`config.mk`:
```
export PLATFORM = sky130hd
export DESIGN_NAME = bptc_front
export DESIGN_NICKNAME = d
export VERILOG_FILES = /design/src/sv/baro_pressure_temp_compensation_assert.svh /design/src/sv/bptc_pkg.sv /design/src/sv/bptc_front.sv
export SDC_FILE = /design/constraint.sdc
export NUM_CORES = 2
export LEC_CHECK = 0
export BUFFER_PORTS_ARGS = -buffer_cell sky130_fd_sc_hd__buf_2
export CAP_MARGIN = 0
export CELL_PAD_IN_SITES_DETAIL_PLACEMENT = 2
export CELL_PAD_IN_SITES_GLOBAL_PLACEMENT = 2
export CORE_MARGIN = 3
export CORE_UTILIZATION = 45
export DETAILED_ROUTE_END_ITERATION = 16
export PLACE_DENSITY_LB_ADDON = 0.2
export SLEW_MARGIN = 20
export SYNTH_ARGS = -nofsm -noshare
export SYNTH_HDL_FRONTEND = slang
export SYNTH_SLANG_ARGS = --single-unit
export TNS_END_PERCENT = 30
```
`constraint.sdc`:
```
create_clock -name aclk -period 34.7 [get_ports aclk]
set_input_delay 10.41 -clock aclk [delete_from_list [all_inputs] [get_ports aclk]]
set_output_delay 10.41 -clock aclk [all_outputs]
set_load 0.05 [all_outputs]
```
`src/sv/baro_pressure_temp_compensation_assert.svh`:
```
// Assertion macros for the pressure/temperature compensation block.
// Used by the top level only; relies on aclk and aresetn being in scope.
`ifndef BARO_PRESSURE_TEMP_COMPENSATION_ASSERT_SVH
`define BARO_PRESSURE_TEMP_COMPENSATION_ASSERT_SVH

// Same-cycle implication, switched off while reset is held.
`define BPTC_ASSERT_NOW(label, ante, cons, msg) \
    label: assert property (@(posedge aclk) disable iff (!aresetn) (ante) |-> (cons)) \
        else $error(msg);

// Next-cycle implication, checked during reset as well.
`define BPTC_ASSERT_NEXT(label, ante, cons, msg) \
    label: assert property (@(posedge aclk) (ante) |=> (cons)) \
        else $error(msg);

`endif

```
`src/sv/bptc_pkg.sv`:
```
// Shared widths, constants, stage payload types and saturation helper
// for the pressure/temperature compensation pipeline. No dependencies.
package bptc_pkg;

    localparam int RAW_W     = 24;  // raw conversion counts
    localparam int CAL_W     = 16;  // calibration words
    localparam int CFG_IDX_W = 3;
    localparam int DT_W      = 25;  // raw_temperature - c5*256
    localparam int PROD_W    = 42;  // dT times a calibration word
    localparam int DTSQ_W    = 50;  // dT squared
    localparam int TEMP_W    = 21;  // temperature, hundredths of a degree
    localparam int T2_W      = 19;  // dT^2 / 2^31
    localparam int WIDE_W    = 40;  // OFF, SENS and their corrections
    localparam int SPLIT_W   = 20;  // low slice of SENS for the split multiply
    localparam int PPL_W     = RAW_W + SPLIT_W;          // 44
    localparam int PPH_W     = RAW_W + 1 + WIDE_W - SPLIT_W; // 45
    localparam int FULL_W    = 64;
    localparam int SAT_IN_W  = 48;
    localparam int OUT_W     = 32;

    localparam int SH_C5   = 8;
    localparam int SH_C2   = 16;
    localparam int SH_C1   = 15;
    localparam int SH_T    = 23;
    localparam int SH_OFF  = 7;
    localparam int SH_SENS = 8;
    localparam int SH_T2   = 31;
    localparam int SH_P1   = 21;
    localparam int SH_P2   = 15;

    localparam logic signed [TEMP_W-1:0] TEMP_REF   = TEMP_W'(2000);
    localparam logic signed [TEMP_W-1:0] TEMP_VCOLD = TEMP_W'(1500);

    // Calibration register indexes
    localparam logic [CFG_IDX_W-1:0] CAL_C1 = 3'd0;
    localparam logic [CFG_IDX_W-1:0] CAL_C2 = 3'd1;
    localparam logic [CFG_IDX_W-1:0] CAL_C3 = 3'd2;
    localparam logic [CFG_IDX_W-1:0] CAL_C4 = 3'd3;
    localparam logic [CFG_IDX_W-1:0] CAL_C5 = 3'd4;
    localparam logic [CFG_IDX_W-1:0] CAL_C6 = 3'd5;

    typedef struct packed {
        logic [CAL_W-1:0] c1;
        logic [CAL_W-1:0] c2;
        logic [CAL_W-1:0] c3;
        logic [CAL_W-1:0] c4;
        logic [CAL_W-1:0] c5;
        logic [CAL_W-1:0] c6;
    } cal_t;

    // First-order results
    typedef struct packed {
        logic [RAW_W-1:0]         raw_pressure;
        logic signed [TEMP_W-1:0] temp;
        logic [T2_W-1:0]          t2;
        logic signed [WIDE_W-1:0] off;
        logic signed [WIDE_W-1:0] sens;
    } front_t;

    // Second-order corrected results
    typedef struct packed {
        logic [RAW_W-1:0]         raw_pressure;
        logic signed [TEMP_W-1:0] temp;
        logic signed [WIDE_W-1:0] off;
        logic signed [WIDE_W-1:0] sens;
    } corr_t;

    function automatic logic [OUT_W-1:0] sat_s32(input logic signed [SAT_IN_W-1:0] v);
        logic [OUT_W-1:0] r;
        if ((&v[SAT_IN_W-1:OUT_W-1]) || !(|v[SAT_IN_W-1:OUT_W-1])) begin
            r = v[OUT_W-1:0];
        end else if (v[SAT_IN_W-1]) begin
            r = {1'b1, {(OUT_W-1){1'b0}}};
        end else begin
            r = {1'b0, {(OUT_W-1){1'b1}}};
        end
        return r;
    endfunction

endpackage

```
`src/sv/bptc_front.sv`:
```
// First-order stages: dT, the four dT products, then TEMP, OFF, SENS and T2.
// Depends on bptc_pkg.
module bptc_front (
    input  logic                   aclk,
    input  logic                   aresetn,
    input  bptc_pkg::cal_t         cal,
    input  logic                   in_valid,
    output logic                   in_ready,
    input  logic [bptc_pkg::RAW_W-1:0] raw_pressure,
    input  logic [bptc_pkg::RAW_W-1:0] raw_temperature,
    output logic                   out_valid,
    input  logic                   out_ready,
    output bptc_pkg::front_t       out_data
);

    logic s1_vld_reg, s2_vld_reg, s3_vld_reg;
    logic s1_rdy, s2_rdy, s3_rdy;

    logic [bptc_pkg::RAW_W-1:0]         d1_s1_reg, d1_s2_reg;
    logic signed [bptc_pkg::DT_W-1:0]   dt_reg, dt_next;
    logic signed [bptc_pkg::PROD_W-1:0] p6_reg, p6_next;
    logic signed [bptc_pkg::PROD_W-1:0] p4_reg, p4_next;
    logic signed [bptc_pkg::PROD_W-1:0] p3_reg, p3_next;
    logic signed [bptc_pkg::DTSQ_W-1:0] dtsq_reg, dtsq_next;
    bptc_pkg::front_t                   s3_reg, s3_next;

    // Pass a stage when it is empty or its successor takes the word
    assign s3_rdy   = !s3_vld_reg || out_ready;
    assign s2_rdy   = !s2_vld_reg || s3_rdy;
    assign s1_rdy   = !s1_vld_reg || s2_rdy;
    assign in_ready = s1_rdy;

    always_comb begin
        dt_next = $signed({1'b0, raw_temperature})
                - $signed({1'b0, cal.c5, {bptc_pkg::SH_C5{1'b0}}});
    end

    always_comb begin
        p6_next   = bptc_pkg::PROD_W'(dt_reg) * bptc_pkg::PROD_W'($signed({1'b0, cal.c6}));
        p4_next   = bptc_pkg::PROD_W'(dt_reg) * bptc_pkg::PROD_W'($signed({1'b0, cal.c4}));
        p3_next   = bptc_pkg::PROD_W'(dt_reg) * bptc_pkg::PROD_W'($signed({1'b0, cal.c3}));
        dtsq_next = bptc_pkg::DTSQ_W'(dt_reg) * bptc_pkg::DTSQ_W'(dt_reg);
    end

    always_comb begin
        s3_next.raw_pressure = d1_s2_reg;
        s3_next.temp = bptc_pkg::TEMP_W'(p6_reg >>> bptc_pkg::SH_T) + bptc_pkg::TEMP_REF;
        // dT squared is never negative: a plain slice is the shift
        s3_next.t2   = dtsq_reg[bptc_pkg::SH_T2 +: bptc_pkg::T2_W];
        s3_next.off  = bptc_pkg::WIDE_W'($signed({1'b0, cal.c2, {bptc_pkg::SH_C2{1'b0}}}))
                     + bptc_pkg::WIDE_W'(p4_reg >>> bptc_pkg::SH_OFF);
        s3_next.sens = bptc_pkg::WIDE_W'($signed({1'b0, cal.c1, {bptc_pkg::SH_C1{1'b0}}}))
                     + bptc_pkg::WIDE_W'(p3_reg >>> bptc_pkg::SH_SENS);
    end

    always_ff @(posedge aclk) begin
        if (!aresetn) begin
            s1_vld_reg <= 1'b0;
            s2_vld_reg <= 1'b0;
            s3_vld_reg <= 1'b0;
        end else begin
            if (s1_rdy) s1_vld_reg <= in_valid;
            if (s2_rdy) s2_vld_reg <= s1_vld_reg;
            if (s3_rdy) s3_vld_reg <= s2_vld_reg;
        end
    end

    always_ff @(posedge aclk) begin
        if (s1_rdy && in_valid) begin
            d1_s1_reg <= raw_pressure;
            dt_reg    <= dt_next;
        end
        if (s2_rdy && s1_vld_reg) begin
            d1_s2_reg <= d1_s1_reg;
            p6_reg    <= p6_next;
            p4_reg    <= p4_next;
            p3_reg    <= p3_next;
            dtsq_reg  <= dtsq_next;
        end
        if (s3_rdy && s2_vld_reg) begin
            s3_reg <= s3_next;
        end
    end

    assign out_valid = s3_vld_reg;
    assign out_data  = s3_reg;

endmodule

```
* Yosys cells after proc, flatten, opt, wreduce, memory -nomap -nowiden
Cells that the tools add are included.
Storage, ports and cells: bits in registers 396, output and inout bits 146, logic and storage cells 32
Cells by class: $add $sub $neg 4, multipliers 4, reduce and logical (&&, ||, !) cells 9
Operators with widths (number):
- $mul 25x17->42 | 3
- $mul 25x25->50 | 1
- $add 33x35->36 | 1
- $add 32x34->35 | 1
- $sub 24x24->25 | 1
- $add 19x12->20 const B | 1
- $logic_and 1x1->1 | 3
- $logic_not 1->1 | 3
- $logic_or 1x1->1 | 3

* Logic depth before layout (Yosys ltp)
depth after elaboration 5, gate-level depth with buffers 29

* Least setup slack after synthesis
Ideal clock, no wire load.
path type input-to-output, start input port out_ready, end output port in_ready, arrival time 11113 ps, required time 24290 ps, setup slack 13177 ps, stages 2, cells stage by stage nor2b_1 nand3_1
On the way: cells in the longest elaborated chain, start to end 3
Ends and longest elaborated chain:
- start, declared | RTL line bptc_front.sv:12 | input logic out_ready,
- $logic_or 1x1->1 | RTL line bptc_front.sv:28 | assign s3_rdy = !s3_vld_reg || out_ready;
- $logic_or 1x1->1 | RTL line bptc_front.sv:29 | assign s2_rdy = !s2_vld_reg || s3_rdy;
- $logic_or 1x1->1 | RTL line bptc_front.sv:30 | assign s1_rdy = !s1_vld_reg || s2_rdy;
- end, declared | RTL line bptc_front.sv:8 | output logic in_ready,
Every way passes these cells.

* Worst setup path after layout
Ends and elaborated chain as after synthesis.

==> insert_results.sql <==
INSERT INTO impl_metrics (metric_group, metric, value, unit) VALUES
('yosys', 'ys_ff_latch', '317', ''),
('sta', 'worstMarginPinSlew', '1.06', 'ns'),
('final_layout', 'largest_register_ff_count', '134', ''),
('sta', 'fmaxAchievable', '0.0455', 'GHz'),
('clocking', 'worstSkewPairLatency', '0.68', 'ns'),
('detailed_routing', 'route.final.wire_length', '230', 'mm'),
('sta', 'fin_tns_setup', '0', 'ns'),
('grt', 'grt_pass1_wl', '369', 'mm'),
('worst_setup_path', 'worstSetupEndpointType', 'output pin', ''),
('final_layout', 'final_layout_size_suffix_gt1_share', '5.96', '%'),
('clocking', 'tritoncts_num_sinks', '317', ''),
('yosys', 'synth.yosys.seq_area_share', '13.0', '%'),
('final_layout', 'layout_commonest_cell', 'sky130_fd_sc_hd__inv_1', ''),
('yosys', 'synth_cell_type_count', '69', ''),
('yosys', 'synth_top_family_by_area', 'adder cells', ''),
('sta', 'timing.final.max_slew_violations', '0', ''),
('floorplanning', 'io_pins', '294', ''),
('sta', 'part_of_the_cycle_the_worst_path_needs', '63.3', '%'),
('grt', 'antenna_found_initial', '16', ''),
('sta', 'finalHoldViolations', '0', ''),
('sta', 'hold-worst-slack', '0.415', 'ns'),
('grt', 'globalRoute.totalOverflow', '0', ''),
('worst_hold_path', 'holdCritPathClass', 'flop to flop', ''),
('grt', 'grt_use_total', '28.6', '%'),
('worst_setup_path', 'timing.critical_path.arrival', '11.56', 'ns'),
('outcome', 'status', 'complete, no violations', ''),
('yosys', 'synth_area_leader_cell', 'sky130_fd_sc_hd__fa_1', ''),
('final_layout', 'syn2layout_area_growth', '6.85', '%'),
('sta', 'final_period_minus_worst_setup_slack', '21.97', 'ns'),
('clocking', 'clock_tree.root_cell', 'sky130_fd_sc_hd__clkbuf_16', ''),
('sta', 'setup-violations-final', '0', ''),
('yosys', 'synth-adder-area-share', '57.3', '%'),
('worst_setup_path', 'critPathRequiredTime', '24.29', 'ns'),
('grt', 'grt_max_degree', '119', ''),
('clocking', 'cts_repair_resize_count', '0', ''),
('floorplanning', 'dieArea', '167000', 'um^2'),
('detailed_routing', 'drtPass1Iterations', '5', ''),
('detailed_routing', 'drcViolationCount', '0', ''),
('detailed_routing', 'routed-via-count', '49900', ''),
('final_layout', 'most_used_cells_in_the_layout_excluding_fill_and_tap_cells', 'sky130_fd_sc_hd__inv_1, sky130_fd_sc_hd__fa_1, sky130_fd_sc_hd__nand2_1', ''),
('detailed_routing', 'detail_route.iter0.violations', '1913', ''),
('yosys', 'synth_compound_gate_area_share', '3.28', '%'),
('flow_run', 'maxCapViolations', '0', ''),
('yosys', 'synth_ff_type', 'sky130_fd_sc_hd__edfxtp_1', ''),
('detailed_routing', 'route.detailed.wl_per_inst', '24.0', 'um'),
('yosys', 'synthCells', '7313', ''),
('final_layout', 'nNetsFinal', '9822', ''),
('floorplanning', 'die_height', '409', 'um'),
('yosys', 'async_flop_share', '0', '%'),
('yosys', 'avgSynthCellArea', '9.98', 'um^2'),
('sta', 'setup_repair_after_global_routing_missed_its_margin', 'no', ''),
('placement', 'gp_routability_congestion', '0.822', ''),
('worst_setup_path', 'kind_of_critical_path', 'primary input to output pin', ''),
('yosys', 'post-synth-top-area-fraction', '48.7', '%'),
('yosys', 'mappedNetlistNets', '9741', ''),
('yosys', 'ys.warnings.count', '0', ''),
('yosys', 'synth.cell_area', '73000', 'um^2'),
('clocking', 'clk_pin_slew_worst_paths', '0.06', 'ns'),
('clocking', 'postCtsSetupRepairBufs', '0', ''),
('floorplanning', 'std_cell_rows', '147', ''),
('yosys', 'post_synth_and_or_nand_nor_area_fraction', '12.0', '%'),
('sta', 'final.setup_skew', '0.0406', 'ns'),
('yosys', 'fraction_of_synthesized_area_in_multiplexers', '0.0291', '%'),
('clocking', 'cts.path.max_buffers', '3', ''),
('clocking', 'cts_tree', 'done', ''),
('placement', 'dp_hpwl', '181', 'mm'),
('worst_setup_path', 'critical_path.max_fanout', '6', ''),
('floorplanning', 'die_width', '409', 'um'),
('grt', 'number_of_global_route_vias_before_repair', '63200', ''),
('yosys', 'ys_top_cells_by_area', 'sky130_fd_sc_hd__fa_1, sky130_fd_sc_hd__edfxtp_1, sky130_fd_sc_hd__inv_1', ''),
('clocking', 'cts.htree.levels', '2', ''),
('worst_setup_path', 'timing.critical_path.from_type', 'primary input', ''),
('clocking', 'hold_buffers', '0', ''),
('clocking', 'tritoncts.num_buffers', '43', ''),
('yosys', 'synth-xor-area-share', '2.26', '%'),
('sta', 'max_slew_margin', '29.2', '%'),
('floorplanning', 'coreArea', '161000', 'um^2'),
('detailed_routing', 'antenna_violating_nets_post_route', '0', ''),
('floorplanning', 'start_util', '45.4', '%'),
('placement', 'portBuffers', '293', ''),
('yosys', 'synth-edff-count', '314', ''),
('detailed_routing', 'route.detailed.vias_per_inst', '5.20', '');
cells in the mapped netlist, types with 16 or more instances:
cell type and instances:
sky130_fd_sc_hd__nand2_1 937, sky130_fd_sc_hd__clkbuf_1 304, sky130_fd_sc_hd__a21boi_0 16, sky130_fd_sc_hd__nor3_1 20, sky130_fd_sc_hd__nor2_1 111, sky130_fd_sc_hd__nand3_1 21
sky130_fd_sc_hd__edfxtp_1 314, sky130_fd_sc_hd__nand2b_1 22, sky130_fd_sc_hd__fa_1 1776, sky130_fd_sc_hd__xor2_1 58, sky130_fd_sc_hd__a21oi_1 109, sky130_fd_sc_hd__o21ai_0 72
sky130_fd_sc_hd__a21o_1 68, sky130_fd_sc_hd__nor2b_1 29, sky130_fd_sc_hd__and2_1 611, sky130_fd_sc_hd__inv_1 2032, sky130_fd_sc_hd__ha_1 504, sky130_fd_sc_hd__xnor2_1 130
logic make-up (layout without fill, tap and decap cells):
family,after synthesis,count (layout)
buffers and inverters,2346,2460
adder cells (fa/ha/maj),2280,2280
AND/OR/NAND/NOR,1817,1817
AO/OA/AOI/OAI,363,363
flip-flops,317,317
XOR/XNOR,188,188
multiplexers,2,2
other,0,10
final cells by class:
class	instances	area, um^2
Clock inverter	26	353
Fill cell	16900	82900
Clock buffer	52	1120
Sequential cell	317	9490
Timing Repair Buffer	350	1980
Tap cell	2160	2700
Multi-Input combinational cell	4650	54700
Inverter	2032	7630
Antenna cell	10	25.0
routing by layer:
metal  global-route usage [%]  wire [um]
met5                        0          0
met1                     34.1      90700
met3                     2.68       6990
met4                     9.44       8010
met2                     54.0     125000
final timing paths:
| check | startpoint | endpoint | slack, ns | depth (start not counted) |
|---|---|---|---|---|
| worst max-delay path | out_ready | in_ready | 12.73 | 4 |
| worst min-delay path | dtsq_reg[36] | out_data[85] | 0.42 | 0 |
| worst max register to register | dt_reg[17] | dtsq_reg[49] | 25.54 | 26 |
| worst min register to register | dtsq_reg[36] | out_data[85] | 0.42 | 0 |
worst max-delay path: stages:
cell                      delay [ns]
sky130_fd_sc_hd__buf_2          0.10
sky130_fd_sc_hd__nor2b_1        0.57
sky130_fd_sc_hd__nand3_1        0.21
sky130_fd_sc_hd__buf_2          0.26
metrics by stage:
stage	cell area, um^2	setup WS (ns)	util (%)	std cells
detailed placement	76500	12.70	47.5	9509
global placement	76500	12.77	47.5	9509
finish	78000	12.73	48.5	9597
global route	78000	12.65	48.5	9595
floorplan	73000	13.18	-	7313
CTS	78000	12.70	48.4	9587
Power is left out: the tool's default activity adds up to more than one toggle a clock period on the data nets, which glitch-free logic cannot reach.
