**src/sv/baro_pressure_temp_compensation_assert.svh**
```systemverilog
// Assertion macros for the pressure/temperature compensation block.
// Used by the top level only; relies on aclk and aresetn being in scope.
`ifndef BARO_PRESSURE_TEMP_COMPENSATION_ASSERT_SVH
`define BARO_PRESSURE_TEMP_COMPENSATION_ASSERT_SVH

// Same-cycle implication, switched off while reset is held.
`define BPTC_ASSERT_NOW(label, ante, cons, msg) \
    label: assert property (@(posedge aclk) disable iff (!aresetn) (ante) |-> (cons)) \
        else $error(msg);

// Next-cycle implication, checked during reset as well.
`define BPTC_ASSERT_NEXT(label, ante, cons, msg) \
    label: assert property (@(posedge aclk) (ante) |=> (cons)) \
        else $error(msg);

`endif

```
**src/sv/bptc_pkg.sv**
```systemverilog
// Shared widths, constants, stage payload types and saturation helper
// for the pressure/temperature compensation pipeline. No dependencies.
package bptc_pkg;

    localparam int RAW_W     = 24;  // raw conversion counts
    localparam int CAL_W     = 16;  // calibration words
    localparam int CFG_IDX_W = 3;
    localparam int DT_W      = 25;  // raw_temperature - c5*256
    localparam int PROD_W    = 42;  // dT times a calibration word
    localparam int DTSQ_W    = 50;  // dT squared
    localparam int TEMP_W    = 21;  // temperature, hundredths of a degree
    localparam int T2_W      = 19;  // dT^2 / 2^31
    localparam int WIDE_W    = 40;  // OFF, SENS and their corrections
    localparam int SPLIT_W   = 20;  // low slice of SENS for the split multiply
    localparam int PPL_W     = RAW_W + SPLIT_W;          // 44
    localparam int PPH_W     = RAW_W + 1 + WIDE_W - SPLIT_W; // 45
    localparam int FULL_W    = 64;
    localparam int SAT_IN_W  = 48;
    localparam int OUT_W     = 32;

    localparam int SH_C5   = 8;
    localparam int SH_C2   = 16;
    localparam int SH_C1   = 15;
    localparam int SH_T    = 23;
    localparam int SH_OFF  = 7;
    localparam int SH_SENS = 8;
    localparam int SH_T2   = 31;
    localparam int SH_P1   = 21;
    localparam int SH_P2   = 15;

    localparam logic signed [TEMP_W-1:0] TEMP_REF   = TEMP_W'(2000);
    localparam logic signed [TEMP_W-1:0] TEMP_VCOLD = TEMP_W'(1500);

    // Calibration register indexes
    localparam logic [CFG_IDX_W-1:0] CAL_C1 = 3'd0;
    localparam logic [CFG_IDX_W-1:0] CAL_C2 = 3'd1;
    localparam logic [CFG_IDX_W-1:0] CAL_C3 = 3'd2;
    localparam logic [CFG_IDX_W-1:0] CAL_C4 = 3'd3;
    localparam logic [CFG_IDX_W-1:0] CAL_C5 = 3'd4;
    localparam logic [CFG_IDX_W-1:0] CAL_C6 = 3'd5;

    typedef struct packed {
        logic [CAL_W-1:0] c1;
        logic [CAL_W-1:0] c2;
        logic [CAL_W-1:0] c3;
        logic [CAL_W-1:0] c4;
        logic [CAL_W-1:0] c5;
        logic [CAL_W-1:0] c6;
    } cal_t;

    // First-order results
    typedef struct packed {
        logic [RAW_W-1:0]         raw_pressure;
        logic signed [TEMP_W-1:0] temp;
        logic [T2_W-1:0]          t2;
        logic signed [WIDE_W-1:0] off;
        logic signed [WIDE_W-1:0] sens;
    } front_t;

    // Second-order corrected results
    typedef struct packed {
        logic [RAW_W-1:0]         raw_pressure;
        logic signed [TEMP_W-1:0] temp;
        logic signed [WIDE_W-1:0] off;
        logic signed [WIDE_W-1:0] sens;
    } corr_t;

    function automatic logic [OUT_W-1:0] sat_s32(input logic signed [SAT_IN_W-1:0] v);
        logic [OUT_W-1:0] r;
        if ((&v[SAT_IN_W-1:OUT_W-1]) || !(|v[SAT_IN_W-1:OUT_W-1])) begin
            r = v[OUT_W-1:0];
        end else if (v[SAT_IN_W-1]) begin
            r = {1'b1, {(OUT_W-1){1'b0}}};
        end else begin
            r = {1'b0, {(OUT_W-1){1'b1}}};
        end
        return r;
    endfunction

endpackage

```
**src/sv/bptc_pres.sv**
```systemverilog
// Pressure stages: raw_pressure * SENS as two partial products, their sum,
// then the offset, final shift and saturation. Depends on bptc_pkg.
module bptc_pres (
    input  logic                       aclk,
    input  logic                       aresetn,
    input  logic                       in_valid,
    output logic                       in_ready,
    input  bptc_pkg::corr_t            in_data,
    output logic                       out_valid,
    input  logic                       out_ready,
    output logic [bptc_pkg::OUT_W-1:0] temperature_centi,
    output logic [bptc_pkg::OUT_W-1:0] pressure_pa
);

    logic s8_vld_reg, s9_vld_reg, s10_vld_reg;
    logic s8_rdy, s9_rdy, s10_rdy;

    logic [bptc_pkg::PPL_W-1:0]         pp_lo_reg, pp_lo_next;
    logic signed [bptc_pkg::PPH_W-1:0]  pp_hi_reg, pp_hi_next;
    logic signed [bptc_pkg::FULL_W-1:0] prod_reg, prod_next;
    logic signed [bptc_pkg::TEMP_W-1:0] temp8_reg, temp9_reg;
    logic signed [bptc_pkg::WIDE_W-1:0] off8_reg, off9_reg;
    logic [bptc_pkg::OUT_W-1:0]         tc_reg, tc_next;
    logic [bptc_pkg::OUT_W-1:0]         pa_reg, pa_next;

    assign s10_rdy  = !s10_vld_reg || out_ready;
    assign s9_rdy   = !s9_vld_reg || s10_rdy;
    assign s8_rdy   = !s8_vld_reg || s9_rdy;
    assign in_ready = s8_rdy;

    // SENS = hi * 2^SPLIT_W + lo, hi signed and lo unsigned
    always_comb begin
        pp_lo_next = bptc_pkg::PPL_W'(in_data.raw_pressure)
                   * bptc_pkg::PPL_W'(in_data.sens[bptc_pkg::SPLIT_W-1:0]);
        pp_hi_next = bptc_pkg::PPH_W'($signed({1'b0, in_data.raw_pressure}))
                   * bptc_pkg::PPH_W'($signed(in_data.sens[bptc_pkg::WIDE_W-1:bptc_pkg::SPLIT_W]));
    end

    always_comb begin
        prod_next = (bptc_pkg::FULL_W'(pp_hi_reg) <<< bptc_pkg::SPLIT_W)
                  + $signed(bptc_pkg::FULL_W'(pp_lo_reg));
    end

    always_comb begin
        logic signed [bptc_pkg::SAT_IN_W-1:0] x;
        x = bptc_pkg::SAT_IN_W'(prod_reg >>> bptc_pkg::SH_P1)
          - bptc_pkg::SAT_IN_W'(off9_reg);
        pa_next = bptc_pkg::sat_s32(x >>> bptc_pkg::SH_P2);
        tc_next = bptc_pkg::sat_s32(bptc_pkg::SAT_IN_W'(temp9_reg));
    end

    always_ff @(posedge aclk) begin
        if (!aresetn) begin
            s8_vld_reg  <= 1'b0;
            s9_vld_reg  <= 1'b0;
            s10_vld_reg <= 1'b0;
        end else begin
            if (s8_rdy)  s8_vld_reg  <= in_valid;
            if (s9_rdy)  s9_vld_reg  <= s8_vld_reg;
            if (s10_rdy) s10_vld_reg <= s9_vld_reg;
        end
    end

    always_ff @(posedge aclk) begin
        if (s8_rdy && in_valid) begin
            pp_lo_reg <= pp_lo_next;
            pp_hi_reg <= pp_hi_next;
            temp8_reg <= in_data.temp;
            off8_reg  <= in_data.off;
        end
        if (s9_rdy && s8_vld_reg) begin
            prod_reg  <= prod_next;
            temp9_reg <= temp8_reg;
            off9_reg  <= off8_reg;
        end
        if (s10_rdy && s9_vld_reg) begin
            tc_reg <= tc_next;
            pa_reg <= pa_next;
        end
    end

    assign out_valid         = s10_vld_reg;
    assign temperature_centi = tc_reg;
    assign pressure_pa       = pa_reg;

endmodule
```
**config.mk**
```make
export PLATFORM = sky130hd
export DESIGN_NAME = bptc_pres
export DESIGN_NICKNAME = d
export VERILOG_FILES = /design/src/sv/baro_pressure_temp_compensation_assert.svh /design/src/sv/bptc_pkg.sv /design/src/sv/bptc_pres.sv
export SDC_FILE = /design/constraint.sdc
export NUM_CORES = 2
export LEC_CHECK = 0
export ABC_CLOCK_PERIOD_IN_PS = 16650
export BUFFER_PORTS_ARGS = -buffer_cell sky130_fd_sc_hd__buf_4
export CORE_ASPECT_RATIO = 0.7
export CORE_UTILIZATION = 57
export DETAILED_ROUTE_END_ITERATION = 16
export PLACE_DENSITY = 0.75
export REMOVE_ABC_BUFFERS = 1
export SLEW_MARGIN = 20
export SYNTH_ARGS = -nofsm -noshare
export SYNTH_HDL_FRONTEND = slang
export SYNTH_SLANG_ARGS = --single-unit
```
**constraint.sdc**
```tcl
create_clock -name aclk -period 16.65 [get_ports aclk]
set_input_delay 4.1625 -clock aclk [delete_from_list [all_inputs] [get_ports aclk]]
set_output_delay 4.1625 -clock aclk [all_outputs]
set_load 0.03 [all_outputs]
```
# == After elaboration in Yosys (flattened, before gate mapping) ==
# Index checks and enable logic that the tools add are counted.
# op_classes
n_addsub,2
multipliers,2
n_mux,2
n_reduce_logical,13
# ops
cell,n
adder 64 x 45 -> 64 bit,1
2-to-1 mux 32 bit,2
multiplier 24 x 20 -> 44 bit,1
multiplier 25 x 20 -> 44 bit,1
subtractor 43 x 40 -> 44 bit,1
zero test 1 bit,4
logical OR 1 bit,4
logical AND 1 bit,3
AND reduction 2 bit,1
OR reduction 2 bit,1
# totals
input_bits,129
ff_bits,330
word_cells,31
output_inout_bits,66

# == Logic depth before layout (Yosys ltp) ==
# depth
ltp_word,5
mapped_depth,27
depth_no_buf,25

# == Least setup slack after synthesis ==
# Ideal clock, no wire load.
# synth_path
path_kind,input port to flip-flop
from,input port out_ready
to,register off9_reg[0] (netlist bit) (enable)
stages,2
t_required_ps,15924
setup_slack_ps,4140
setup_time_ps,726
arrival_time_ps,11785
path_buffers,0
cell_sequence,nor2b_1 -> a21boi_0
# synth_between
elab_chain_len,3
# synth_lines
element,line_no,source
from (decl),bptc_pres.sv:10,"input logic out_ready,"
logical OR 1 bit,bptc_pres.sv:26,assign s10_rdy = !s10_vld_reg || out_ready;
logical OR 1 bit,bptc_pres.sv:27,assign s9_rdy = !s9_vld_reg || s10_rdy;
logical AND 1 bit,bptc_pres.sv:71,if (s9_rdy && s8_vld_reg) begin
to (signal assigned),bptc_pres.sv:74,off9_reg <= off8_reg;
to (decl),bptc_pres.sv:22,"logic signed [bptc_pkg::WIDE_W-1:0] off8_reg, off9_reg;"
# No other way between the ends.
# A chain may end at the register's enable or synchronous reset.

# == Worst setup path in the final report ==
# layout_path
from,input port in_data[119] (netlist bit)
to,"register pp_hi_reg[43] (netlist bit), data pin"
# layout_between
elab_chain_len,1
# layout_lines
element,line_no,source
from (decl),bptc_pres.sv:8,"input bptc_pkg::corr_t in_data,"
multiplier 25 x 20 -> 44 bit,bptc_pres.sv:36,* bptc_pkg::PPH_W'($signed(in_data.sens[bptc_pkg::WIDE_W-1:bptc_pkg::SPLIT_W]));
"named net pp_hi_next, one bit",bptc_pres.sv:19,"logic signed [bptc_pkg::PPH_W-1:0] pp_hi_reg, pp_hi_next;"
to (signal assigned),bptc_pres.sv:67,pp_hi_reg <= pp_hi_next;
to (decl),bptc_pres.sv:19,
# The timed path passes the listed nets, and every way through them passes these cells.

==> results.toml <==
[cts]
numCtsBuffers = 28
worst_setup_hold_path_clk_slew_ns = 0.06
clock_tree.htree_level_count = 1
post_cts_hold_buffer_count = 0
clkSinkCount = 286
total_setup_buffers_inserted_after_cts = 0
cts_tree = "done"
bufs_on_longest_clock_path = 3
insertion_delay_ns = 0.57
clock-root-buffer = "sky130_fd_sc_hd__clkbuf_16"
post_cts_resized = 0

[hold_path]
worst_hold_path_type = "reg -> reg"

[sta]
fin_crit_ns = 11.35
slew_violations = 0
fmax_mhz = 88.1
setup_viol = 0
final_min_period_over_clock_period_pct = 68.1
grt_setup_unrepaired = "false"
clock-skew-final_ns = 0.0146
slew_headroom_pct = 28.9
number_of_failing_hold_endpoints_at_the_final_stage = 0
final_tns_setup_ns = 0
worst_slew_pin_slew_ns = 1.07

[setup_path]
setup.worst_path.class = "in -> reg"
timing.critical_path.arrival_ns = 11.66
critPathMaxFanout = 40
required_ns = 16.97
critical_path.endpoint_type = "flop"
kind_of_launch_point_of_the_worst_setup_path = "primary input"

[place]
gp_routability_congestion = 0.920
half_perimeter_wire_length_of_the_detailed_placement_result_um = 81300
port_buffers = 194

[logic_synthesis]
yosysSeqAreaShare_pct = 19.7
ys_async_sr_fraction_pct = 0
synthDominantAreaCellType = "sky130_fd_sc_hd__fa_1"
synth.lib_cells_used.distinct = 64
leading_register_cell_type_out_of_synthesis = "sky130_fd_sc_hd__edfxtp_1"
ys_ff_latch = 286
count_of_flip_flops_with_a_built_in_enable_after_synthesis = 283
post-synth-top-area-fraction_pct = 36.1
yosys_warnings = 0
synth_cells = 4389
synth_top_cells_by_area = "sky130_fd_sc_hd__fa_1 36%, sky130_fd_sc_hd__edfxtp_1 20%, sky130_fd_sc_hd__ha_1 11%, sky130_fd_sc_hd__inv_1 7.9%, sky130_fd_sc_hd__and2_1 6.7%"
post_synth_instance_area_sq_um = 43500
postSynthAreaPerCell_sq_um = 9.92

[die]
fp.dieArea_sq_um = 77500
die_extent_in_x_um = 332
initial_utilization_pct = 57.8
die_y_um = 233
placeableCoreArea_sq_um = 75400
design.portCount = 195
std_cell_rows = 84

[final_layout]
top_library_cells_by_usage_in_the_layout_fill_and_taps_aside = "917 x sky130_fd_sc_hd__inv_1, 785 x sky130_fd_sc_hd__fa_1, 555 x sky130_fd_sc_hd__nand2_1, 466 x sky130_fd_sc_hd__and2_1, 392 x sky130_fd_sc_hd__ha_1"
num-fill-cells = 6095
regArea_sq_um = 8560
multiInputGateArea_sq_um = 30700
post_route_cells_drive_above_1_share_pct = 5.74
syn2layout_area_growth_pct = 6.74
largest_reg_flops = 44
final_common_cell = "sky130_fd_sc_hd__inv_1"
nets = 5711

[global_routing]
gr-total-overflow = 0
first_pass_grt_wire_length_um = 178000
antenna_violations_before_repair = 2
grt_start_max_net_pins = 81
total_routing_usage_reported_by_global_routing_pct = 29.4
number_of_global_route_vias_before_repair = 32400

[drt]
drt_first_pass_iters = 5
detail_route.iter0.violations = 2483
antenna_violating_nets_post_route = 0
drcViolationCount = 0
drt-wirelength-per-cell_um = 20.1
routed-via-count = 30300
avgViaCountPerCell = 5.60
detail_route.wirelength_um = 109000

[run_status]
run_status = "complete, no violations"

[flow_run]
drv.max_cap_violation_count = 0
## path summary, 6_finish.rpt
kind / slack, ns / to / depth (start not counted) / startpoint
setup / recovery: 5.30 / pp_hi_reg[43] / 24 / in_data[119]
hold / removal: 0.42 / temperature_centi[9] / 0 / temp9_reg[9]
setup reg to reg: 13.06 / prod_reg[49] / 10 / pp_lo_reg[24]
hold reg to reg: 0.42 / temperature_centi[9] / 0 / temp9_reg[9]
## synthesized netlist by cell type (5+ instances only)
cell type                  number
sky130_fd_sc_hd__clkbuf_1     196
sky130_fd_sc_hd__edfxtp_1     283
sky130_fd_sc_hd__nand2_1      555
sky130_fd_sc_hd__and2_1       466
sky130_fd_sc_hd__nor3_1        14
sky130_fd_sc_hd__and4_1         5
sky130_fd_sc_hd__xnor2_1       83
sky130_fd_sc_hd__o211ai_1       5
sky130_fd_sc_hd__nor2_1        72
sky130_fd_sc_hd__a21o_1        75
sky130_fd_sc_hd__nand3_1       50
sky130_fd_sc_hd__a211o_1        9
sky130_fd_sc_hd__buf_4         14
sky130_fd_sc_hd__o21a_1        14
sky130_fd_sc_hd__nand2b_1      27
sky130_fd_sc_hd__o21ai_1       37
sky130_fd_sc_hd__a221o_1        5
sky130_fd_sc_hd__or3_1          6
sky130_fd_sc_hd__and3_1        16
sky130_fd_sc_hd__a21oi_1      125
sky130_fd_sc_hd__nand4_1       22
sky130_fd_sc_hd__o22ai_1        5
sky130_fd_sc_hd__inv_1        917
sky130_fd_sc_hd__o21ai_0       18
sky130_fd_sc_hd__ha_1         392
sky130_fd_sc_hd__xor2_1        52
sky130_fd_sc_hd__nor2b_1       21
sky130_fd_sc_hd__o21bai_1      18
sky130_fd_sc_hd__a211oi_1      14
sky130_fd_sc_hd__o31ai_1        8
sky130_fd_sc_hd__a31oi_1       18
sky130_fd_sc_hd__fa_1         785
## worst max-delay path, cell delays in order
cell and delay, ns:
sky130_fd_sc_hd__buf_4 0.48, sky130_fd_sc_hd__nand2_1 0.17, sky130_fd_sc_hd__fa_1 0.55, sky130_fd_sc_hd__inv_1 0.05, sky130_fd_sc_hd__fa_1 0.52, sky130_fd_sc_hd__inv_1 0.05
sky130_fd_sc_hd__fa_1 0.50, sky130_fd_sc_hd__inv_1 0.05, sky130_fd_sc_hd__fa_1 0.55, sky130_fd_sc_hd__fa_1 0.44, sky130_fd_sc_hd__fa_1 0.50, sky130_fd_sc_hd__inv_1 0.05
sky130_fd_sc_hd__fa_1 0.48, sky130_fd_sc_hd__inv_1 0.04, sky130_fd_sc_hd__ha_1 0.44, sky130_fd_sc_hd__and4_1 0.32, sky130_fd_sc_hd__nand4_1 0.22, sky130_fd_sc_hd__nor4_1 0.69
sky130_fd_sc_hd__a211o_1 0.37, sky130_fd_sc_hd__a221o_1 0.20, sky130_fd_sc_hd__a21o_1 0.16, sky130_fd_sc_hd__a311oi_2 0.16, sky130_fd_sc_hd__o31ai_1 0.34, sky130_fd_sc_hd__xnor2_1 0.11
## metal layers
layer / global-route usage [%] / share of wire, % / vias up
li1: - / - / 13500
met3: 7.37 / 11 / 148
met1: 44.3 / 45 / 15200
met5: 0 / 0.012 / -
met2: 43.2 / 42 / 1477
met4: 5.43 / 1.8 / 2
## through the flow
step,hold WS (ns),util [%],cells,instance area (sq um),setup slack [ns]
finish,0.419,61.7,5418,46500,5.30
detailed placement,0.405,60.3,5364,45500,4.94
global route,0.422,61.7,5416,46500,5.09
global placement,0.401,60.3,5364,45500,5.07
CTS,0.415,61.7,5416,46500,5.51
floorplan,0.400,-,4176,42700,4.14
## cells by family after synthesis
| family | Yosys count | synth area share, % |
|---|---|---|
| AND/OR/NAND/NOR | 1265 | 14.4 |
| AO/OA/AOI/OAI | 394 | 5.92 |
| buffers and inverters | 1131 | 9.88 |
| flip-flops | 286 | 19.7 |
| adder cells (fa/ha/maj) | 1177 | 47.4 |
| multiplexers | 1 | 0.0230 |
| XOR/XNOR | 135 | 2.72 |
## layout make-up
| class | instances | share of cell area (%) |
|---|---|---|
| antenna | 2 | 0.0108 |
| clock buffer | 30 | 1.52 |
| clock inverter | 22 | 0.670 |
| inverter | 918 | 7.41 |
| multi-input combinational | 2972 | 66.1 |
| sequential | 286 | 18.4 |
| tap | 989 | 2.66 |
| timing repair buffer | 199 | 3.21 |
Power is not shown: default switching activity piles up to over one toggle a cycle in this logic, so the estimate is an artifact.
