<file path="src/sv/baro_pressure_temp_compensation_assert.svh">
// Assertion macros for the pressure/temperature compensation block.
// Used by the top level only; relies on aclk and aresetn being in scope.
`ifndef BARO_PRESSURE_TEMP_COMPENSATION_ASSERT_SVH
`define BARO_PRESSURE_TEMP_COMPENSATION_ASSERT_SVH

// Same-cycle implication, switched off while reset is held.
`define BPTC_ASSERT_NOW(label, ante, cons, msg) \
    label: assert property (@(posedge aclk) disable iff (!aresetn) (ante) |-> (cons)) \
        else $error(msg);

// Next-cycle implication, checked during reset as well.
`define BPTC_ASSERT_NEXT(label, ante, cons, msg) \
    label: assert property (@(posedge aclk) (ante) |=> (cons)) \
        else $error(msg);

`endif

</file>
<file path="src/sv/bptc_pkg.sv">
// Shared widths, constants, stage payload types and saturation helper
// for the pressure/temperature compensation pipeline. No dependencies.
package bptc_pkg;

    localparam int RAW_W     = 24;  // raw conversion counts
    localparam int CAL_W     = 16;  // calibration words
    localparam int CFG_IDX_W = 3;
    localparam int DT_W      = 25;  // raw_temperature - c5*256
    localparam int PROD_W    = 42;  // dT times a calibration word
    localparam int DTSQ_W    = 50;  // dT squared
    localparam int TEMP_W    = 21;  // temperature, hundredths of a degree
    localparam int T2_W      = 19;  // dT^2 / 2^31
    localparam int WIDE_W    = 40;  // OFF, SENS and their corrections
    localparam int SPLIT_W   = 20;  // low slice of SENS for the split multiply
    localparam int PPL_W     = RAW_W + SPLIT_W;          // 44
    localparam int PPH_W     = RAW_W + 1 + WIDE_W - SPLIT_W; // 45
    localparam int FULL_W    = 64;
    localparam int SAT_IN_W  = 48;
    localparam int OUT_W     = 32;

    localparam int SH_C5   = 8;
    localparam int SH_C2   = 16;
    localparam int SH_C1   = 15;
    localparam int SH_T    = 23;
    localparam int SH_OFF  = 7;
    localparam int SH_SENS = 8;
    localparam int SH_T2   = 31;
    localparam int SH_P1   = 21;
    localparam int SH_P2   = 15;

    localparam logic signed [TEMP_W-1:0] TEMP_REF   = TEMP_W'(2000);
    localparam logic signed [TEMP_W-1:0] TEMP_VCOLD = TEMP_W'(1500);

    // Calibration register indexes
    localparam logic [CFG_IDX_W-1:0] CAL_C1 = 3'd0;
    localparam logic [CFG_IDX_W-1:0] CAL_C2 = 3'd1;
    localparam logic [CFG_IDX_W-1:0] CAL_C3 = 3'd2;
    localparam logic [CFG_IDX_W-1:0] CAL_C4 = 3'd3;
    localparam logic [CFG_IDX_W-1:0] CAL_C5 = 3'd4;
    localparam logic [CFG_IDX_W-1:0] CAL_C6 = 3'd5;

    typedef struct packed {
        logic [CAL_W-1:0] c1;
        logic [CAL_W-1:0] c2;
        logic [CAL_W-1:0] c3;
        logic [CAL_W-1:0] c4;
        logic [CAL_W-1:0] c5;
        logic [CAL_W-1:0] c6;
    } cal_t;

    // First-order results
    typedef struct packed {
        logic [RAW_W-1:0]         raw_pressure;
        logic signed [TEMP_W-1:0] temp;
        logic [T2_W-1:0]          t2;
        logic signed [WIDE_W-1:0] off;
        logic signed [WIDE_W-1:0] sens;
    } front_t;

    // Second-order corrected results
    typedef struct packed {
        logic [RAW_W-1:0]         raw_pressure;
        logic signed [TEMP_W-1:0] temp;
        logic signed [WIDE_W-1:0] off;
        logic signed [WIDE_W-1:0] sens;
    } corr_t;

    function automatic logic [OUT_W-1:0] sat_s32(input logic signed [SAT_IN_W-1:0] v);
        logic [OUT_W-1:0] r;
        if ((&v[SAT_IN_W-1:OUT_W-1]) || !(|v[SAT_IN_W-1:OUT_W-1])) begin
            r = v[OUT_W-1:0];
        end else if (v[SAT_IN_W-1]) begin
            r = {1'b1, {(OUT_W-1){1'b0}}};
        end else begin
            r = {1'b0, {(OUT_W-1){1'b1}}};
        end
        return r;
    endfunction

endpackage

</file>
<file path="src/sv/bptc_corr.sv">
// Second-order correction stages: cold and very-cold terms applied to
// TEMP, OFF and SENS. Depends on bptc_pkg.
module bptc_corr (
    input  logic             aclk,
    input  logic             aresetn,
    input  logic             in_valid,
    output logic             in_ready,
    input  bptc_pkg::front_t in_data,
    output logic             out_valid,
    input  logic             out_ready,
    output bptc_pkg::corr_t  out_data
);

    logic s4_vld_reg, s5_vld_reg, s6_vld_reg, s7_vld_reg;
    logic s4_rdy, s5_rdy, s6_rdy, s7_rdy;

    // Stage 4: distances from the two thresholds
    bptc_pkg::front_t                   f4_reg;
    logic signed [bptc_pkg::TEMP_W-1:0] a_reg, a_next;
    logic signed [bptc_pkg::TEMP_W-1:0] b_reg, b_next;
    logic                               cold4_reg, vcold4_reg;

    // Stage 5: squares
    bptc_pkg::front_t                   f5_reg;
    logic signed [bptc_pkg::WIDE_W-1:0] aa_reg, aa_next;
    logic signed [bptc_pkg::WIDE_W-1:0] bb_reg, bb_next;
    logic                               cold5_reg, vcold5_reg;

    // Stage 6: correction terms and corrected temperature
    logic [bptc_pkg::RAW_W-1:0]         d1_s6_reg;
    logic signed [bptc_pkg::TEMP_W-1:0] temp6_reg, temp6_next;
    logic signed [bptc_pkg::WIDE_W-1:0] off6_reg, sens6_reg;
    logic signed [bptc_pkg::WIDE_W-1:0] off2_reg, off2_next;
    logic signed [bptc_pkg::WIDE_W-1:0] sens2_reg, sens2_next;

    bptc_pkg::corr_t                    s7_reg, s7_next;

    assign s7_rdy   = !s7_vld_reg || out_ready;
    assign s6_rdy   = !s6_vld_reg || s7_rdy;
    assign s5_rdy   = !s5_vld_reg || s6_rdy;
    assign s4_rdy   = !s4_vld_reg || s5_rdy;
    assign in_ready = s4_rdy;

    always_comb begin
        a_next = in_data.temp - bptc_pkg::TEMP_REF;
        b_next = in_data.temp + bptc_pkg::TEMP_VCOLD;
    end

    always_comb begin
        aa_next = bptc_pkg::WIDE_W'(a_reg) * bptc_pkg::WIDE_W'(a_reg);
        bb_next = bptc_pkg::WIDE_W'(b_reg) * bptc_pkg::WIDE_W'(b_reg);
    end

    always_comb begin
        logic signed [bptc_pkg::WIDE_W-1:0] sq5;
        logic signed [bptc_pkg::WIDE_W-1:0] bb7;
        logic signed [bptc_pkg::WIDE_W-1:0] bb11;
        sq5  = (aa_reg <<< 2) + aa_reg;
        bb7  = (bb_reg <<< 3) - bb_reg;
        bb11 = (bb_reg <<< 3) + (bb_reg <<< 1) + bb_reg;
        off2_next  = '0;
        sens2_next = '0;
        temp6_next = f5_reg.temp;
        if (cold5_reg) begin
            off2_next  = sq5 >>> 1;
            sens2_next = sq5 >>> 2;
            temp6_next = f5_reg.temp - $signed({2'b00, f5_reg.t2});
            if (vcold5_reg) begin
                off2_next  = (sq5 >>> 1) + bb7;
                sens2_next = (sq5 >>> 2) + (bb11 >>> 1);
            end
        end
    end

    always_comb begin
        s7_next.raw_pressure = d1_s6_reg;
        s7_next.temp         = temp6_reg;
        s7_next.off          = off6_reg - off2_reg;
        s7_next.sens         = sens6_reg - sens2_reg;
    end

    always_ff @(posedge aclk) begin
        if (!aresetn) begin
            s4_vld_reg <= 1'b0;
            s5_vld_reg <= 1'b0;
            s6_vld_reg <= 1'b0;
            s7_vld_reg <= 1'b0;
        end else begin
            if (s4_rdy) s4_vld_reg <= in_valid;
            if (s5_rdy) s5_vld_reg <= s4_vld_reg;
            if (s6_rdy) s6_vld_reg <= s5_vld_reg;
            if (s7_rdy) s7_vld_reg <= s6_vld_reg;
        end
    end

    always_ff @(posedge aclk) begin
        if (s4_rdy && in_valid) begin
            f4_reg     <= in_data;
            a_reg      <= a_next;
            b_reg      <= b_next;
            cold4_reg  <= a_next[bptc_pkg::TEMP_W-1];
            vcold4_reg <= b_next[bptc_pkg::TEMP_W-1];
        end
        if (s5_rdy && s4_vld_reg) begin
            f5_reg     <= f4_reg;
            aa_reg     <= aa_next;
            bb_reg     <= bb_next;
            cold5_reg  <= cold4_reg;
            vcold5_reg <= vcold4_reg;
        end
        if (s6_rdy && s5_vld_reg) begin
            d1_s6_reg <= f5_reg.raw_pressure;
            temp6_reg <= temp6_next;
            off6_reg  <= f5_reg.off;
            sens6_reg <= f5_reg.sens;
            off2_reg  <= off2_next;
            sens2_reg <= sens2_next;
        end
        if (s7_rdy && s6_vld_reg) begin
            s7_reg <= s7_next;
        end
    end

    assign out_valid = s7_vld_reg;
    assign out_data  = s7_reg;

endmodule

</file>
<file path="config.mk">
export PLATFORM = sky130hd
export DESIGN_NAME = bptc_corr
export DESIGN_NICKNAME = d
export VERILOG_FILES = /design/src/sv/baro_pressure_temp_compensation_assert.svh /design/src/sv/bptc_pkg.sv /design/src/sv/bptc_corr.sv
export SDC_FILE = /design/constraint.sdc
export NUM_CORES = 2
export LEC_CHECK = 0
export ABC_CLOCK_PERIOD_IN_PS = 19460
export BUFFER_PORTS_ARGS = -buffer_cell sky130_fd_sc_hd__buf_4
export CELL_PAD_IN_SITES_DETAIL_PLACEMENT = 0
export CELL_PAD_IN_SITES_GLOBAL_PLACEMENT = 1
export CORE_MARGIN = 2
export CORE_UTILIZATION = 35
export CTS_CLUSTER_DIAMETER = 60
export DETAILED_ROUTE_END_ITERATION = 6
export GPL_TIMING_DRIVEN = 0
export PLACE_DENSITY_LB_ADDON = 0.1
export SYNTH_ARGS = -nofsm -noshare
export SYNTH_HDL_FRONTEND = slang
export SYNTH_SLANG_ARGS = --single-unit
export TNS_END_PERCENT = 5
</file>
<file path="constraint.sdc">
create_clock -name aclk -period 19.46 [get_ports aclk]
set_clock_uncertainty 0.1 [all_clocks]
set_input_delay 1.946 -clock aclk [delete_from_list [all_inputs] [get_ports aclk]]
set_output_delay 1.946 -clock aclk [all_outputs]
set_load 0.01 [all_outputs]
</file>
# Yosys cells after proc, flatten, opt, wreduce, memory -nomap -nowiden
# Cells that the tools add are included.
op_classes:
  mul: 2
  n_mux: 3
  n_addsub: 11
  reduce_logical: 12
op_table:
  columns: ["operator", "n"]
  rows:
  - ["$add 40x40->40", 3]
  - ["$sub 40x40->40", 3]
  - ["$mul 21x21->40", 2]
  - ["$mux 40", 2]
  - ["$add 38x39->40", 1]
  - ["$add 39x40->40", 1]
  - ["$add 21x12->21 const B", 1]
  - ["$mux 21", 1]
  - ["$sub 21x12->21 const B", 1]
  - ["$sub 21x20->21", 1]
  - ["$logic_and 1x1->1", 4]
  - ["$logic_not 1->1", 4]
  - ["$logic_or 1x1->1", 4]
totals:
  wordCells: 60
  in_bits: 148
  regBits: 748

# Logic depth before layout (Yosys ltp)
logic_depth:
  word_depth: 6
  depth_mapped: 29
  depth_no_buf: 28

# Worst setup path before layout
# OpenSTA, ideal clock, no wires.
synth_path:
  path_kind: "input-to-reg"
  startpoint: "in out_ready"
  endpoint: "reg aa_reg[10] (netlist bit) (enable)"
  stages: 3
  slack_ns: 0.075
  n_path_buf: 0
  arrival_time_ns: 18.146
  setup_ns: 1.139
  cell_sequence: "nor2b_1 -> and2_0 -> a21boi_0"
synth_between:
  elab_chain_len: 4
synth_lines:
  columns: ["element", "line_no", "source"]
  rows:
  - ["start: declaration", "bptc_corr.sv:10", "input logic out_ready,"]
  - ["$logic_or 1x1->1", "bptc_corr.sv:38", "assign s7_rdy = !s7_vld_reg || out_ready;"]
  - ["$logic_or 1x1->1", "bptc_corr.sv:39", "assign s6_rdy = !s6_vld_reg || s7_rdy;"]
  - ["$logic_or 1x1->1", "bptc_corr.sv:40", "assign s5_rdy = !s5_vld_reg || s6_rdy;"]
  - ["$logic_and 1x1->1", "bptc_corr.sv:104", "if (s5_rdy && s4_vld_reg) begin"]
  - ["end signal: assignment", "bptc_corr.sv:106", "aa_reg <= aa_next;"]
  - ["end: declaration", "bptc_corr.sv:25", "logic signed [bptc_pkg::WIDE_W-1:0] aa_reg, aa_next;"]
# No other way between the ends.
# A chain may end at the register's enable or synchronous reset.

==> metrics.md <==
| Metric | Value |
|---|---|
| Run status | complete, no violations |
| Cell type with the highest aggregate area in the netlist | sky130_fd_sc_hd__edfxtp_1 |
| Transition time at the pin with the least slew margin | 1.20 ns |
| Fillers | approximately 19000 |
| Worst Setup Start Kind | register |
| Number of buffers inserted during clock tree synthesis | 89 |
| Worst min-delay path endpoint | f5_reg[111]$_DFFE_PP_ |
| Slack of the worst reg-to-reg path | 9.33 ns |
| Mean instance size in the synthesized netlist | 11.0 sq um |
| Most common cell after layout, fill and taps aside | sky130_fd_sc_hd__inv_1 |
| Critical register-to-register path endpoint | aa_reg[39]$_DFFE_PP_ |
| Part of the Yosys area used for sequential elements | 33.2% |
| Net Count, Synth | 7528 |
| Ranking of synthesized cells by area | sky130_fd_sc_hd__edfxtp_1, sky130_fd_sc_hd__fa_1, sky130_fd_sc_hd__ha_1, sky130_fd_sc_hd__inv_1, sky130_fd_sc_hd__xnor2_1 |
| Number of sinks on the clock net | 735 |
| Worst-path fanout max | 10 |
| Drt first pass iters | 5 |
| Net count of the finished layout | 7923 |
| Number of vias after detailed routing | 43100 |
| Post-detailed-route via-to-cell ratio | 4.81 |
| Worst R2R Start | f4_reg[100]$_DFFE_PP_ |
| Port buffer count | 274 |
| Min-Delay Startpoint | f4_reg[111]$_DFFE_PP_ |
| Number of different library cells in the post-synthesis netlist | 87 |
| Detailed-placement wirelength estimate | 152000 microns |
| Setup-violating endpoint count in the final report | 0 |
| Chip height | 439 microns |
| Commonest cells after routing, fill and taps aside | sky130_fd_sc_hd__inv_1, sky130_fd_sc_hd__fa_1, sky130_fd_sc_hd__edfxtp_1, sky130_fd_sc_hd__ha_1, sky130_fd_sc_hd__nand2_1 |
| Arrival time of data at the critical path endpoint | 10.40 ns |
| Top cell type's share of synthesized area | 33.1% |
| Path category of the worst min-delay check | reg -> reg |
| Antenna violations before repair | 8 |
| Wire length of the first global-routing pass | about 290000 microns |
| GR Util All Layers | 19.6% |
| Post-CTS Setup Bufs | 0 |
| Critical Path Sink Type | register |
| Maximum count of clock buffers along a single path | 3 |
| Synthesis Warnings | 0 |
| Util after Layout | between 40% and 50% |
| Die ar. | a little under 0.2 sq mm |
| Fmax | 98.7 MHz |
| Row count | ~160 |
| Category of the critical setup timing path | reg -> reg |
| Die X | 439 microns |
| FFs w/ async S/R, synth | 0% |
| Max transition margin | 20.1% |
| Cell count after synthesis | 6001 |
| Number of DRC violations after detailed-routing iteration 0 | ~2200 |
| Final global-route overflow total | 0 |
| Last weighted congestion value of the routability-driven placer | 0.867 |
| Count of nets left with antenna violations after detail routing | 0 |
| Time the final worst path needs with I/O delays and setup | 10.13 ns |
| Via count of the first global-routing pass | 46900 |
| Number of synthesized flops with an enable pin | 731 |
| Period Utilization, post-route | 52.1% |
| Total of flip-flops plus latches after synthesis | roughly 740 |
| Register-to-Register Path Depth | 24 |
| Most frequently used flop master after synthesis | sky130_fd_sc_hd__edfxtp_1 |
| Maximum number of pins on one net before global-route repair | 33 |
| DRC Markers | 0 |
| RSZ-0062 raised after global routing | false |
| Fraction of layout instances using a drive strength above 1 | 7.67% |
| Clock tree from TritonCTS | done |
| Root buf cell | sky130_fd_sc_hd__clkbuf_16 |
| Hold-fix buffer count after cts | 0 |
| Depth of the CTS H-tree | 3 |
| Worst path required time | about 20 ns |
| Summed instance area of the synthesized netlist | 0.0663 sq mm |
| Latest clock arrival within the worst-skew pair | 0.72 ns |
| Starting Density | a little over a third |
| Layout-stage area growth over the synthesis result | 13.5% |
| Post-CTS Resized | 0 |
| Number of top-level design ports | 275 |
| Clock Pin Slew Worst Setup and Hold Paths | 0.06 ns |
| Max-cap violations | 0 |
| Core outline area | 0.188 sq mm |
| Number of max-slew violations in the final report | 0 |
| Routed WL per cell | 20.6 microns |
| Number of instances on the worst hold path | 0 |
| Hold violation count in the final report | 0 |
| Total wirelength of the detailed-routed design | 185000 microns |
-- worst max-delay path by stage --
stage                          startpoint              endpoint  slack (ns)  depth (start not counted)
floorplan                       out_ready  aa_reg[10]$_DFFE_PP_        0.07                          3
global placement                out_ready  bb_reg[35]$_DFFE_PP_      -10.48                          4
detailed placement  f4_reg[100]$_DFFE_PP_  aa_reg[39]$_DFFE_PP_        9.21                         24
CTS                 f4_reg[100]$_DFFE_PP_  aa_reg[39]$_DFFE_PP_        9.15                         24
global route        f4_reg[100]$_DFFE_PP_  aa_reg[39]$_DFFE_PP_        8.90                         24
finish              f4_reg[100]$_DFFE_PP_  aa_reg[39]$_DFFE_PP_        9.33                         24
-- Yosys cell counts, types with 11 or more instances --
cell                       number
sky130_fd_sc_hd__o21ai_0      160
sky130_fd_sc_hd__o31ai_1       13
sky130_fd_sc_hd__a211o_1       11
sky130_fd_sc_hd__or3_1         19
sky130_fd_sc_hd__a21boi_0      12
sky130_fd_sc_hd__mux2_2        16
sky130_fd_sc_hd__o21bai_1      43
sky130_fd_sc_hd__a21oi_1      296
sky130_fd_sc_hd__nor2b_1       47
sky130_fd_sc_hd__nand2_1      418
sky130_fd_sc_hd__xnor2_1      270
sky130_fd_sc_hd__and3_1        32
sky130_fd_sc_hd__inv_1       1235
sky130_fd_sc_hd__o21a_1        49
sky130_fd_sc_hd__a22o_1        17
sky130_fd_sc_hd__fa_1         878
sky130_fd_sc_hd__nor2_1       284
sky130_fd_sc_hd__nand3_1       48
sky130_fd_sc_hd__a221oi_1      16
sky130_fd_sc_hd__xor2_1        97
sky130_fd_sc_hd__nor3_1        70
sky130_fd_sc_hd__nand2b_1      45
sky130_fd_sc_hd__o211ai_1      24
sky130_fd_sc_hd__a31o_2        11
sky130_fd_sc_hd__edfxtp_1     731
sky130_fd_sc_hd__a211oi_1      31
sky130_fd_sc_hd__a31oi_1       34
sky130_fd_sc_hd__and2_1       167
sky130_fd_sc_hd__a21o_1       139
sky130_fd_sc_hd__nand4_1       20
sky130_fd_sc_hd__clkbuf_1     114
sky130_fd_sc_hd__ha_1         501
-- layout make-up --
| class | instances | area (sq um) | area share, % |
|---|---|---|---|
| clock inverters | 55 | 737 | 0.980 |
| repair buffers | 304 | 2720 | 3.61 |
| well taps | 2495 | 3120 | 4.15 |
| multi-input cells | 3910 | 39200 | 52.1 |
| inverters | 1237 | 4640 | 6.17 |
| diodes | 1 | 2.50 | 0.00333 |
| plain buffers | 119 | 448 | 0.596 |
| clock buffers | 109 | 2320 | 3.09 |
| flip-flops and latches | 735 | 22000 | 29.3 |
-- critical path, stage by stage, from the launching register on --
cell                       delay [ns]
sky130_fd_sc_hd__edfxtp_1        0.65
sky130_fd_sc_hd__clkbuf_1        0.88
sky130_fd_sc_hd__clkbuf_1        0.68
sky130_fd_sc_hd__nand2_1         0.22
sky130_fd_sc_hd__inv_1           0.15
sky130_fd_sc_hd__fa_1            0.46
sky130_fd_sc_hd__ha_1            0.47
sky130_fd_sc_hd__fa_1            0.79
sky130_fd_sc_hd__inv_1           0.25
sky130_fd_sc_hd__fa_1            0.53
sky130_fd_sc_hd__fa_1            0.50
sky130_fd_sc_hd__fa_1            0.48
sky130_fd_sc_hd__inv_1           0.05
sky130_fd_sc_hd__fa_1            0.45
sky130_fd_sc_hd__ha_1            0.44
sky130_fd_sc_hd__nand2_1         0.07
sky130_fd_sc_hd__or4_1           0.49
sky130_fd_sc_hd__nor3_1          0.25
sky130_fd_sc_hd__o211a_1         0.28
sky130_fd_sc_hd__nor3_1          0.13
sky130_fd_sc_hd__a211o_1         0.31
sky130_fd_sc_hd__a31oi_1         0.23
sky130_fd_sc_hd__o21a_1          0.14
sky130_fd_sc_hd__nor2_1          0.04
sky130_fd_sc_hd__xnor2_1         0.71
-- layer usage --
| metal | routed length (microns) | GRT usage [%] | share of wire, % | up-vias |
|---|---|---|---|---|
| met3 | 6500 | 1.95 | 3.5 | 193 |
| li1 | - | - | - | 20400 |
| met1 | 84300 | 26.6 | 46 | 21700 |
| met2 | 88700 | 33.3 | 48 | 772 |
| met4 | 5270 | 5.50 | 2.8 | 0 |
| met5 | 0 | 0 | 0 | - |
-- cells by family (layout without fill, tap and decap cells) --
| kind of cell | count (synthesis) | after routing | synth area share, % |
|---|---|---|---|
| adder cells (fa/ha/maj) | 1379 | 1379 | 36.0 |
| buffers and inverters | 1356 | 1824 | 7.68 |
| AND/OR/NAND/NOR | 1189 | 1189 | 8.44 |
| AO/OA/AOI/OAI | 951 | 951 | 9.42 |
| flip-flops | 735 | 735 | 33.2 |
| XOR/XNOR | 367 | 367 | 4.85 |
| multiplexers | 23 | 23 | 0.378 |
| other | 1 | 2 | 0.00566 |
-- stage by stage --
stage	area [sq um]	setup TNS [ns]	std cells	hold slack, ns	setup WS [ns]
6_report	75200	0	8965	0.304	9.33
4_1_cts	75200	0	8964	0.308	9.15
2_1_floorplan	66300	0	6001	0.300	0.0749
3_3_place_gp	71400	-2303.98	8770	0.300	-10.48
3_5_place_dp	72200	0	8800	0.305	9.21
5_1_grt	75200	0	8964	0.314	8.90
Power is not shown: default switching activity piles up to over one toggle a cycle in this logic, so the estimate is an artifact.
